`config.mk`:
```
export PLATFORM = sky130hd
export DESIGN_NAME = rsp_mac
export DESIGN_NICKNAME = d
export VERILOG_FILES = /design/src/rtl/core/rsp_pkg.sv /design/src/rtl/core/rsp_mac.sv
export SDC_FILE = /design/constraint.sdc
export NUM_CORES = 2
export LEC_CHECK = 0
export ABC_AREA = 1
export BUFFER_PORTS_ARGS = -buffer_cell sky130_fd_sc_hd__buf_4
export CAP_MARGIN = 20
export CORE_MARGIN = 2
export CORE_UTILIZATION = 28
export CTS_BUF_LIST = sky130_fd_sc_hd__clkbuf_4 sky130_fd_sc_hd__clkbuf_8 sky130_fd_sc_hd__clkbuf_16
export CTS_CLUSTER_SIZE = 30
export DETAILED_ROUTE_END_ITERATION = 10
export PLACE_DENSITY = 0.47
export SLEW_MARGIN = 20
export SYNTH_ARGS = -nofsm -noshare
export SYNTH_HDL_FRONTEND = slang
export SYNTH_SLANG_ARGS = --single-unit
```
`constraint.sdc`:
```
create_clock -name clk -period 27.8 [get_ports clk]
set_clock_uncertainty 0.1 [all_clocks]
set_input_delay 2.78 -clock clk [delete_from_list [all_inputs] [get_ports clk]]
set_output_delay 2.78 -clock clk [all_outputs]
set_load 0.01 [all_outputs]
```
`src/rtl/core/rsp_pkg.sv`:
```
// ----------------------------------------------------------------------------
// rsp_pkg
// Shared types, codes and the multiply micro-program of the ray/segment pick.
// ----------------------------------------------------------------------------
package rsp_pkg;

    localparam int FRAC_BITS = 16;
    localparam int WIDE_W    = 160;
    localparam int DOT_W     = 72;
    localparam int MPL_W     = 80;
    localparam int Q_LONG    = 31;
    localparam int Q_SHORT   = FRAC_BITS + 1;

    typedef logic signed [WIDE_W-1:0] wide_t;
    typedef logic signed [DOT_W-1:0]  dot_t;

    // configuration register indexes
    localparam logic [2:0] CFG_ORIGIN_X = 3'd0;
    localparam logic [2:0] CFG_ORIGIN_Y = 3'd1;
    localparam logic [2:0] CFG_ORIGIN_Z = 3'd2;
    localparam logic [2:0] CFG_DIR_X    = 3'd3;
    localparam logic [2:0] CFG_DIR_Y    = 3'd4;
    localparam logic [2:0] CFG_DIR_Z    = 3'd5;
    localparam logic [2:0] CFG_TOL      = 3'd6;

    // operand sources
    localparam logic [3:0] SRC_DIR = 4'd0;
    localparam logic [3:0] SRC_U   = 4'd1;
    localparam logic [3:0] SRC_W   = 4'd2;
    localparam logic [3:0] SRC_DV  = 4'd3;
    localparam logic [3:0] SRC_A   = 4'd4;
    localparam logic [3:0] SRC_B   = 4'd5;
    localparam logic [3:0] SRC_C   = 4'd6;
    localparam logic [3:0] SRC_D   = 4'd7;
    localparam logic [3:0] SRC_E   = 4'd8;
    localparam logic [3:0] SRC_ST  = 4'd9;
    localparam logic [3:0] SRC_RT  = 4'd10;
    localparam logic [3:0] SRC_TOL = 4'd11;

    // what happens with the accumulator after a pass
    localparam logic [3:0] STO_NONE = 4'd0;
    localparam logic [3:0] STO_A    = 4'd1;
    localparam logic [3:0] STO_C    = 4'd2;
    localparam logic [3:0] STO_D    = 4'd3;
    localparam logic [3:0] STO_E    = 4'd4;
    localparam logic [3:0] STO_B    = 4'd5;
    localparam logic [3:0] STO_TSQ  = 4'd6;
    localparam logic [3:0] STO_DEN  = 4'd7;
    localparam logic [3:0] STO_NUM  = 4'd8;
    localparam logic [3:0] STO_N    = 4'd9;
    localparam logic [3:0] STO_RX   = 4'd10;
    localparam logic [3:0] STO_PX   = 4'd11;
    localparam logic [3:0] STO_DSQ  = 4'd12;

    // program entry points
    localparam logic [4:0] PC_START  = 5'd0;
    localparam logic [4:0] PC_DEN    = 5'd16;
    localparam logic [4:0] PC_N      = 5'd20;
    localparam logic [4:0] PC_POINTS = 5'd21;

    typedef struct packed {
        logic [3:0] src_a;
        logic [3:0] src_b;
        logic [1:0] axis;
        logic       clr;
        logic       sub;
        logic [3:0] sto;
    } uop_t;

    typedef struct packed {
        logic start;
        logic clr;
        logic sub;
    } mac_ctl_t;

    typedef struct packed {
        logic start;
        logic long_q;
    } div_ctl_t;

    function automatic uop_t mk(input logic [3:0] a, input logic [3:0] b,
                                input logic [1:0] ax, input logic clr,
                                input logic sub, input logic [3:0] sto);
        uop_t u;
        u.src_a = a;
        u.src_b = b;
        u.axis  = ax;
        u.clr   = clr;
        u.sub   = sub;
        u.sto   = sto;
        return u;
    endfunction

    function automatic uop_t uop_rom(input logic [4:0] pc);
        uop_t u;
        unique case (pc)
            5'd0:  u = mk(SRC_DIR, SRC_DIR, 2'd0, 1'b1, 1'b0, STO_NONE);
            5'd1:  u = mk(SRC_DIR, SRC_DIR, 2'd1, 1'b0, 1'b0, STO_NONE);
            5'd2:  u = mk(SRC_DIR, SRC_DIR, 2'd2, 1'b0, 1'b0, STO_A);
            5'd3:  u = mk(SRC_U,   SRC_U,   2'd0, 1'b1, 1'b0, STO_NONE);
            5'd4:  u = mk(SRC_U,   SRC_U,   2'd1, 1'b0, 1'b0, STO_NONE);
            5'd5:  u = mk(SRC_U,   SRC_U,   2'd2, 1'b0, 1'b0, STO_C);
            5'd6:  u = mk(SRC_DIR, SRC_W,   2'd0, 1'b1, 1'b0, STO_NONE);
            5'd7:  u = mk(SRC_DIR, SRC_W,   2'd1, 1'b0, 1'b0, STO_NONE);
            5'd8:  u = mk(SRC_DIR, SRC_W,   2'd2, 1'b0, 1'b0, STO_D);
            5'd9:  u = mk(SRC_U,   SRC_W,   2'd0, 1'b1, 1'b0, STO_NONE);
            5'd10: u = mk(SRC_U,   SRC_W,   2'd1, 1'b0, 1'b0, STO_NONE);
            5'd11: u = mk(SRC_U,   SRC_W,   2'd2, 1'b0, 1'b0, STO_E);
            5'd12: u = mk(SRC_DIR, SRC_U,   2'd0, 1'b1, 1'b0, STO_NONE);
            5'd13: u = mk(SRC_DIR, SRC_U,   2'd1, 1'b0, 1'b0, STO_NONE);
            5'd14: u = mk(SRC_DIR, SRC_U,   2'd2, 1'b0, 1'b0, STO_B);
            5'd15: u = mk(SRC_TOL, SRC_TOL, 2'd0, 1'b1, 1'b0, STO_TSQ);
            5'd16: u = mk(SRC_A,   SRC_C,   2'd0, 1'b1, 1'b0, STO_NONE);
            5'd17: u = mk(SRC_B,   SRC_B,   2'd0, 1'b0, 1'b1, STO_DEN);
            5'd18: u = mk(SRC_A,   SRC_E,   2'd0, 1'b1, 1'b0, STO_NONE);
            5'd19: u = mk(SRC_B,   SRC_D,   2'd0, 1'b0, 1'b1, STO_NUM);
            5'd20: u = mk(SRC_B,   SRC_ST,  2'd0, 1'b1, 1'b0, STO_N);
            5'd21: u = mk(SRC_DIR, SRC_RT,  2'd0, 1'b1, 1'b0, STO_RX);
            5'd22: u = mk(SRC_U,   SRC_ST,  2'd0, 1'b1, 1'b0, STO_PX);
            5'd23: u = mk(SRC_DIR, SRC_RT,  2'd1, 1'b1, 1'b0, STO_RX);
            5'd24: u = mk(SRC_U,   SRC_ST,  2'd1, 1'b1, 1'b0, STO_PX);
            5'd25: u = mk(SRC_DIR, SRC_RT,  2'd2, 1'b1, 1'b0, STO_RX);
            5'd26: u = mk(SRC_U,   SRC_ST,  2'd2, 1'b1, 1'b0, STO_PX);
            5'd27: u = mk(SRC_DV,  SRC_DV,  2'd0, 1'b1, 1'b0, STO_NONE);
            5'd28: u = mk(SRC_DV,  SRC_DV,  2'd1, 1'b0, 1'b0, STO_NONE);
            5'd29: u = mk(SRC_DV,  SRC_DV,  2'd2, 1'b0, 1'b0, STO_DSQ);
            default: u = mk(SRC_A, SRC_A, 2'd0, 1'b1, 1'b0, STO_NONE);
        endcase
        return u;
    endfunction

endpackage

```
`src/rtl/core/rsp_mac.sv`:
```
// ----------------------------------------------------------------------------
// rsp_mac
// Bit-serial signed multiply-accumulate: one multiplier bit per cycle.
// ----------------------------------------------------------------------------
module rsp_mac (
    input  logic            clk,
    input  logic            rst_n,
    input  rsp_pkg::mac_ctl_t ctl,
    input  rsp_pkg::wide_t  op_a,
    input  rsp_pkg::wide_t  op_b,
    output rsp_pkg::wide_t  acc,
    output logic            done
);
    import rsp_pkg::*;

    logic                busy_reg, busy_next;
    logic                done_reg, done_next;
    logic                neg_reg, neg_next;
    logic [WIDE_W-1:0]   mcand_reg, mcand_next;
    logic [MPL_W-1:0]    mplier_reg, mplier_next;
    logic [WIDE_W-1:0]   prod_reg, prod_next;
    wide_t               acc_reg, acc_next;
    wide_t               mag_a, mag_b;

    assign mag_a = op_a[WIDE_W-1] ? -op_a : op_a;
    assign mag_b = op_b[WIDE_W-1] ? -op_b : op_b;

    always_comb
    begin
        busy_next   = busy_reg;
        done_next   = 1'b0;
        neg_next    = neg_reg;
        mcand_next  = mcand_reg;
        mplier_next = mplier_reg;
        prod_next   = prod_reg;
        acc_next    = acc_reg;
        if (ctl.start)
        begin
            busy_next   = 1'b1;
            neg_next    = op_a[WIDE_W-1] ^ op_b[WIDE_W-1] ^ ctl.sub;
            mcand_next  = mag_a;
            mplier_next = mag_b[MPL_W-1:0];
            prod_next   = '0;
            if (ctl.clr)
            begin
                acc_next = '0;
            end
        end
        else if (busy_reg)
        begin
            if (mplier_reg != '0)
            begin
                if (mplier_reg[0])
                begin
                    prod_next = prod_reg + mcand_reg;
                end
                mcand_next  = mcand_reg << 1;
                mplier_next = mplier_reg >> 1;
            end
            else
            begin
                acc_next  = neg_reg ? acc_reg - wide_t'(prod_reg) : acc_reg + wide_t'(prod_reg);
                busy_next = 1'b0;
                done_next = 1'b1;
            end
        end
    end

    always_ff @(posedge clk or negedge rst_n)
    begin
        if (!rst_n)
        begin
            busy_reg <= 1'b0;
            done_reg <= 1'b0;
        end
        else
        begin
            busy_reg <= busy_next;
            done_reg <= done_next;
        end
    end

    always_ff @(posedge clk)
    begin
        neg_reg    <= neg_next;
        mcand_reg  <= mcand_next;
        mplier_reg <= mplier_next;
        prod_reg   <= prod_next;
        acc_reg    <= acc_next;
    end

    assign acc  = acc_reg;
    assign done = done_reg;

endmodule

```
==> run summary <==
In this run, post-CTS hold repair placed 0 buffers. Setup slack on the critical path of the routed design comes to slightly below 20 ns. The mux share of post-synthesis cell area came out at 0.

The clock period minus worst slack is around 8 ns. After synthesis, the largest family of logic cells by area is simple AND/OR/NAND/NOR gates. about 490 I/O pins were placed. The completed layout was analyzed and its total power is between 5 and 6 mW.

The clock latency reported for the late side of the worst-skew pair is ~0.77 ns. The data required time at the worst endpoint is roughly 28 ns. The async set-reset flop share out of synthesis is 0.00355. In the routed layout, each cell is associated on average with a via count of ~5.

The count of buffers added on input and output ports is around 400. By area the synthesized netlist is led by sky130_fd_sc_hd__nand2_1, sky130_fd_sc_hd__edfxtp_1, sky130_fd_sc_hd__inv_1, sky130_fd_sc_hd__nor2_1, sky130_fd_sc_hd__ha_1. The library cell occupying the most area in the post-synthesis netlist is sky130_fd_sc_hd__nand2_1.

The leakage dissipation is slightly below 40 nW. After synthesis, the most frequently instantiated cells are sky130_fd_sc_hd__nand2_1, sky130_fd_sc_hd__inv_1, sky130_fd_sc_hd__nor2_1, sky130_fd_sc_hd__a21oi_1, sky130_fd_sc_hd__o21ai_0. After clock tree synthesis, the clock-pin slew on the worst setup and hold paths is roughly 0.06 ns. The CTS sink count is between 500 and 600. The via count of the first global-routing pass was 76500. The placed instance count came out at ~16000. The net count reported at finish is around 13000.

The initial utilization of the core area, before any placement, comes to 0.282. The share of final-layout standard cells stronger than drive strength 1 came out at 0.0512. The number of DRC markers in iteration 0 came out at roughly 8000. The total placed instance area is about 75000 sq um. Counting flops and latches in the post-synthesis netlist gives 563. In this run, distinct cell masters in the synthesized netlist total between 50 and 60. On the final layout, the worst hold slack is approximately 0.45 ns. By instance count, the leading cell after synthesis is sky130_fd_sc_hd__nand2_1.

The synthesized-area fraction occupied by ao, oa, aoi and oai cells came out at 0.115. The post-synthesis share of cell area spent on xor and xnor gates is 0.0532. The detailed placement HPWL is approximately 340000 microns. The total DRC errors in the routed layout came out at 0. The final-report hold violation count came to 0. Before CTS, the worst setup slack after placement is roughly 20 ns. The core utilization of the finished layout came out at 0.322. After detailed routing, the average wire length per cell comes to around 25 microns.

The number of max-cap violations is 0. The largest voltage drop on the vdd net is between 0.04 and 0.05 mV. The floorplan die height is between 400 and 500 microns. Of the total synthesized cell area, the portion taken by full adders, half adders and majority gates is 0.0590.

The commonest register cell after synthesis is sky130_fd_sc_hd__edfxtp_1. The number of max-slew violations in the final report is 0. STA classifies the critical path startpoint as a flip-flop. The highest attainable clock frequency is 126 MHz. The count of mapped cells out of synthesis is between 10000 and 15000. The initial antenna violation count came out at 7. The total power per unit cell area came out at ~67 nW/um^2. The worst pin sits at a relative slew slack of 0.161.

The fraction of the cycle the final worst path needs is 0.285. The worst register-to-register path begins at prod_reg[0]. The slowest stage cell on the critical path is sky130_fd_sc_hd__ha_1.

The netlist area before placement is roughly 70000 sq um. Each instance of the synthesized netlist takes up on average about 5.6 sq um. Tracing the worst setup path back leads to its startpoint at prod_reg[0]. In this run the worst hold path is classified as flip-flop to flip-flop. The number of warnings reported in the yosys synthesis log is 0. The final antenna-violating net count is 0. The number of buffers and inverters on the critical path is 6.

The wire length of the first global-routing pass came out at approximately 540000 microns. Measured along the x axis, the die boundary spans 500 microns. In this run, CTS created clock tree buffers numbering 83. The biggest cell delay along the critical path came out at around 0.74 ns. The sum of overflow across all layers after global routing came out at 0. The worst setup path is captured at a flip-flop. The critical path start-end classification is flip-flop to flip-flop. The congestion estimate from routability-driven global placement came to 1.05. The finished layout holds approximately 16000 standard cells, fillers aside. The CTS root buffer is sky130_fd_sc_hd__clkbuf_16. Setup repair after global routing left no endpoint under its margin. The row count came out at 181. The simple-gate portion of the synthesized area is 0.414.

The proportion of synthesized chip area in sequential cells is 0.222. The number of fillers in the final layout came out at around 29000. TritonCTS built the clock tree. The number of enable flip-flop cells after synthesis came out at 401. Data arrives at the worst endpoint at 8.31 ns. The full die area is roughly 250000 sq um.

The number of setup violations in the final report came out at 0. The cell type with the highest occurrence count on the critical path is sky130_fd_sc_hd__inv_1. Grouping stages by cell kind, the critical path spends the most delay in simple AND/OR/NAND/NOR gates. From synthesis to final layout, the design area changed by 13.9%.

The post-route cell area came out at 78400 sq um. In this run the most critical hold path is launched from mplier_reg[44]. The maximum net fanout on the critical path is 5. The maximum number of pins on one net before global-route repair is 130.

The quantity of gates resized following cts came out at 0. The post-CTS repair timing setup buffer count came out at 0. The run finished with clean final reports. The overall routed net length came out at around 390000 microns. The aggregate negative setup slack is 0 ns.

The clock passes through at most 3 buffers. The core area is between 200000 and 250000 sq um. The number of nets produced by synthesis is 13000.

The top cell type's share of synthesized area is 0.219. The first-pass iteration count of the detailed router is 6. At the pin with the least slew margin, the transition time is 1.25 ns. The overall via count from detail_route is between 70000 and 80000. CTS built an H-tree with a depth of 3. The global-route usage over all layers came out at 0.306.
==> cell type report <==
cell class	instances	area (sq um)	share of cell area
diodes	2	5.00	0.0000639
clock buffers	116	2420	0.0309
clock inverters	40	447	0.00570
inverters	2326	8740	0.112
multi-input cells	9289	44100	0.563
flip-flops and latches	563	15300	0.195
well taps	3202	4010	0.0511
repair buffers	439	3330	0.0425
==> routing by layer <==
metal | vias up | track usage | routed length [microns]
li1 | 39500 | - | -
met1 | 36700 | 0.416 | 179000
met2 | 2687 | 0.475 | 168000
met3 | 603 | 0.0266 | 20700
met4 | 0 | 0.168 | 25500
met5 | - | 0 | 0
==> cells in the final DEF (no fill, tap or decap), types with 125 or more instances in the layout <==
cell type / instances
sky130_fd_sc_hd__edfxtp_1: 401
sky130_fd_sc_hd__nor3_1: 125
sky130_fd_sc_hd__a21oi_1: 717
sky130_fd_sc_hd__buf_4: 436
sky130_fd_sc_hd__inv_1: 2320
sky130_fd_sc_hd__nand4_1: 300
sky130_fd_sc_hd__nand2_1: 4013
sky130_fd_sc_hd__nand3_1: 535
sky130_fd_sc_hd__ha_1: 321
sky130_fd_sc_hd__o21ai_0: 586
sky130_fd_sc_hd__nor2_1: 1930
sky130_fd_sc_hd__dfxtp_1: 160
sky130_fd_sc_hd__xor2_1: 401
==> worst paths after layout <==
kind | to | slack (ns) | cells after the start
hold reg to reg | mplier_reg[43] | 0.45 | 2
setup reg to reg | acc[133] | 19.89 | 25
min in group asynchronous | done | 1.72 | 1
setup / recovery | acc[133] | 19.89 | 25
hold / removal | mplier_reg[43] | 0.45 | 2
max in group asynchronous | busy_reg | 25.76 | 1
==> kinds of logic (layout without fill, tap and decap cells) <==
family,Yosys count,after routing
and+or+nand+nor,7040,7040
buffers and inverters,2503,2921
AOI/OAI and AO/OA,1508,1508
DFF,563,563
xor gates and xnor gates,418,418
adders and majority gates,323,323
other,0,2
==> worst min-delay path: cells and delay by family (launching register included) <==
kind            cells  cell delay (ns)
simple gates        1             0.05
compound gates      1             0.05
flops               1             0.33
==> where the power goes <==
part,switching (mW),internal [mW],total [mW]
combinational,2.12,0.782,2.90
clock,0.506,0.647,1.15
sequential,0.175,1.04,1.22
(Power assumes the default switching activity.)
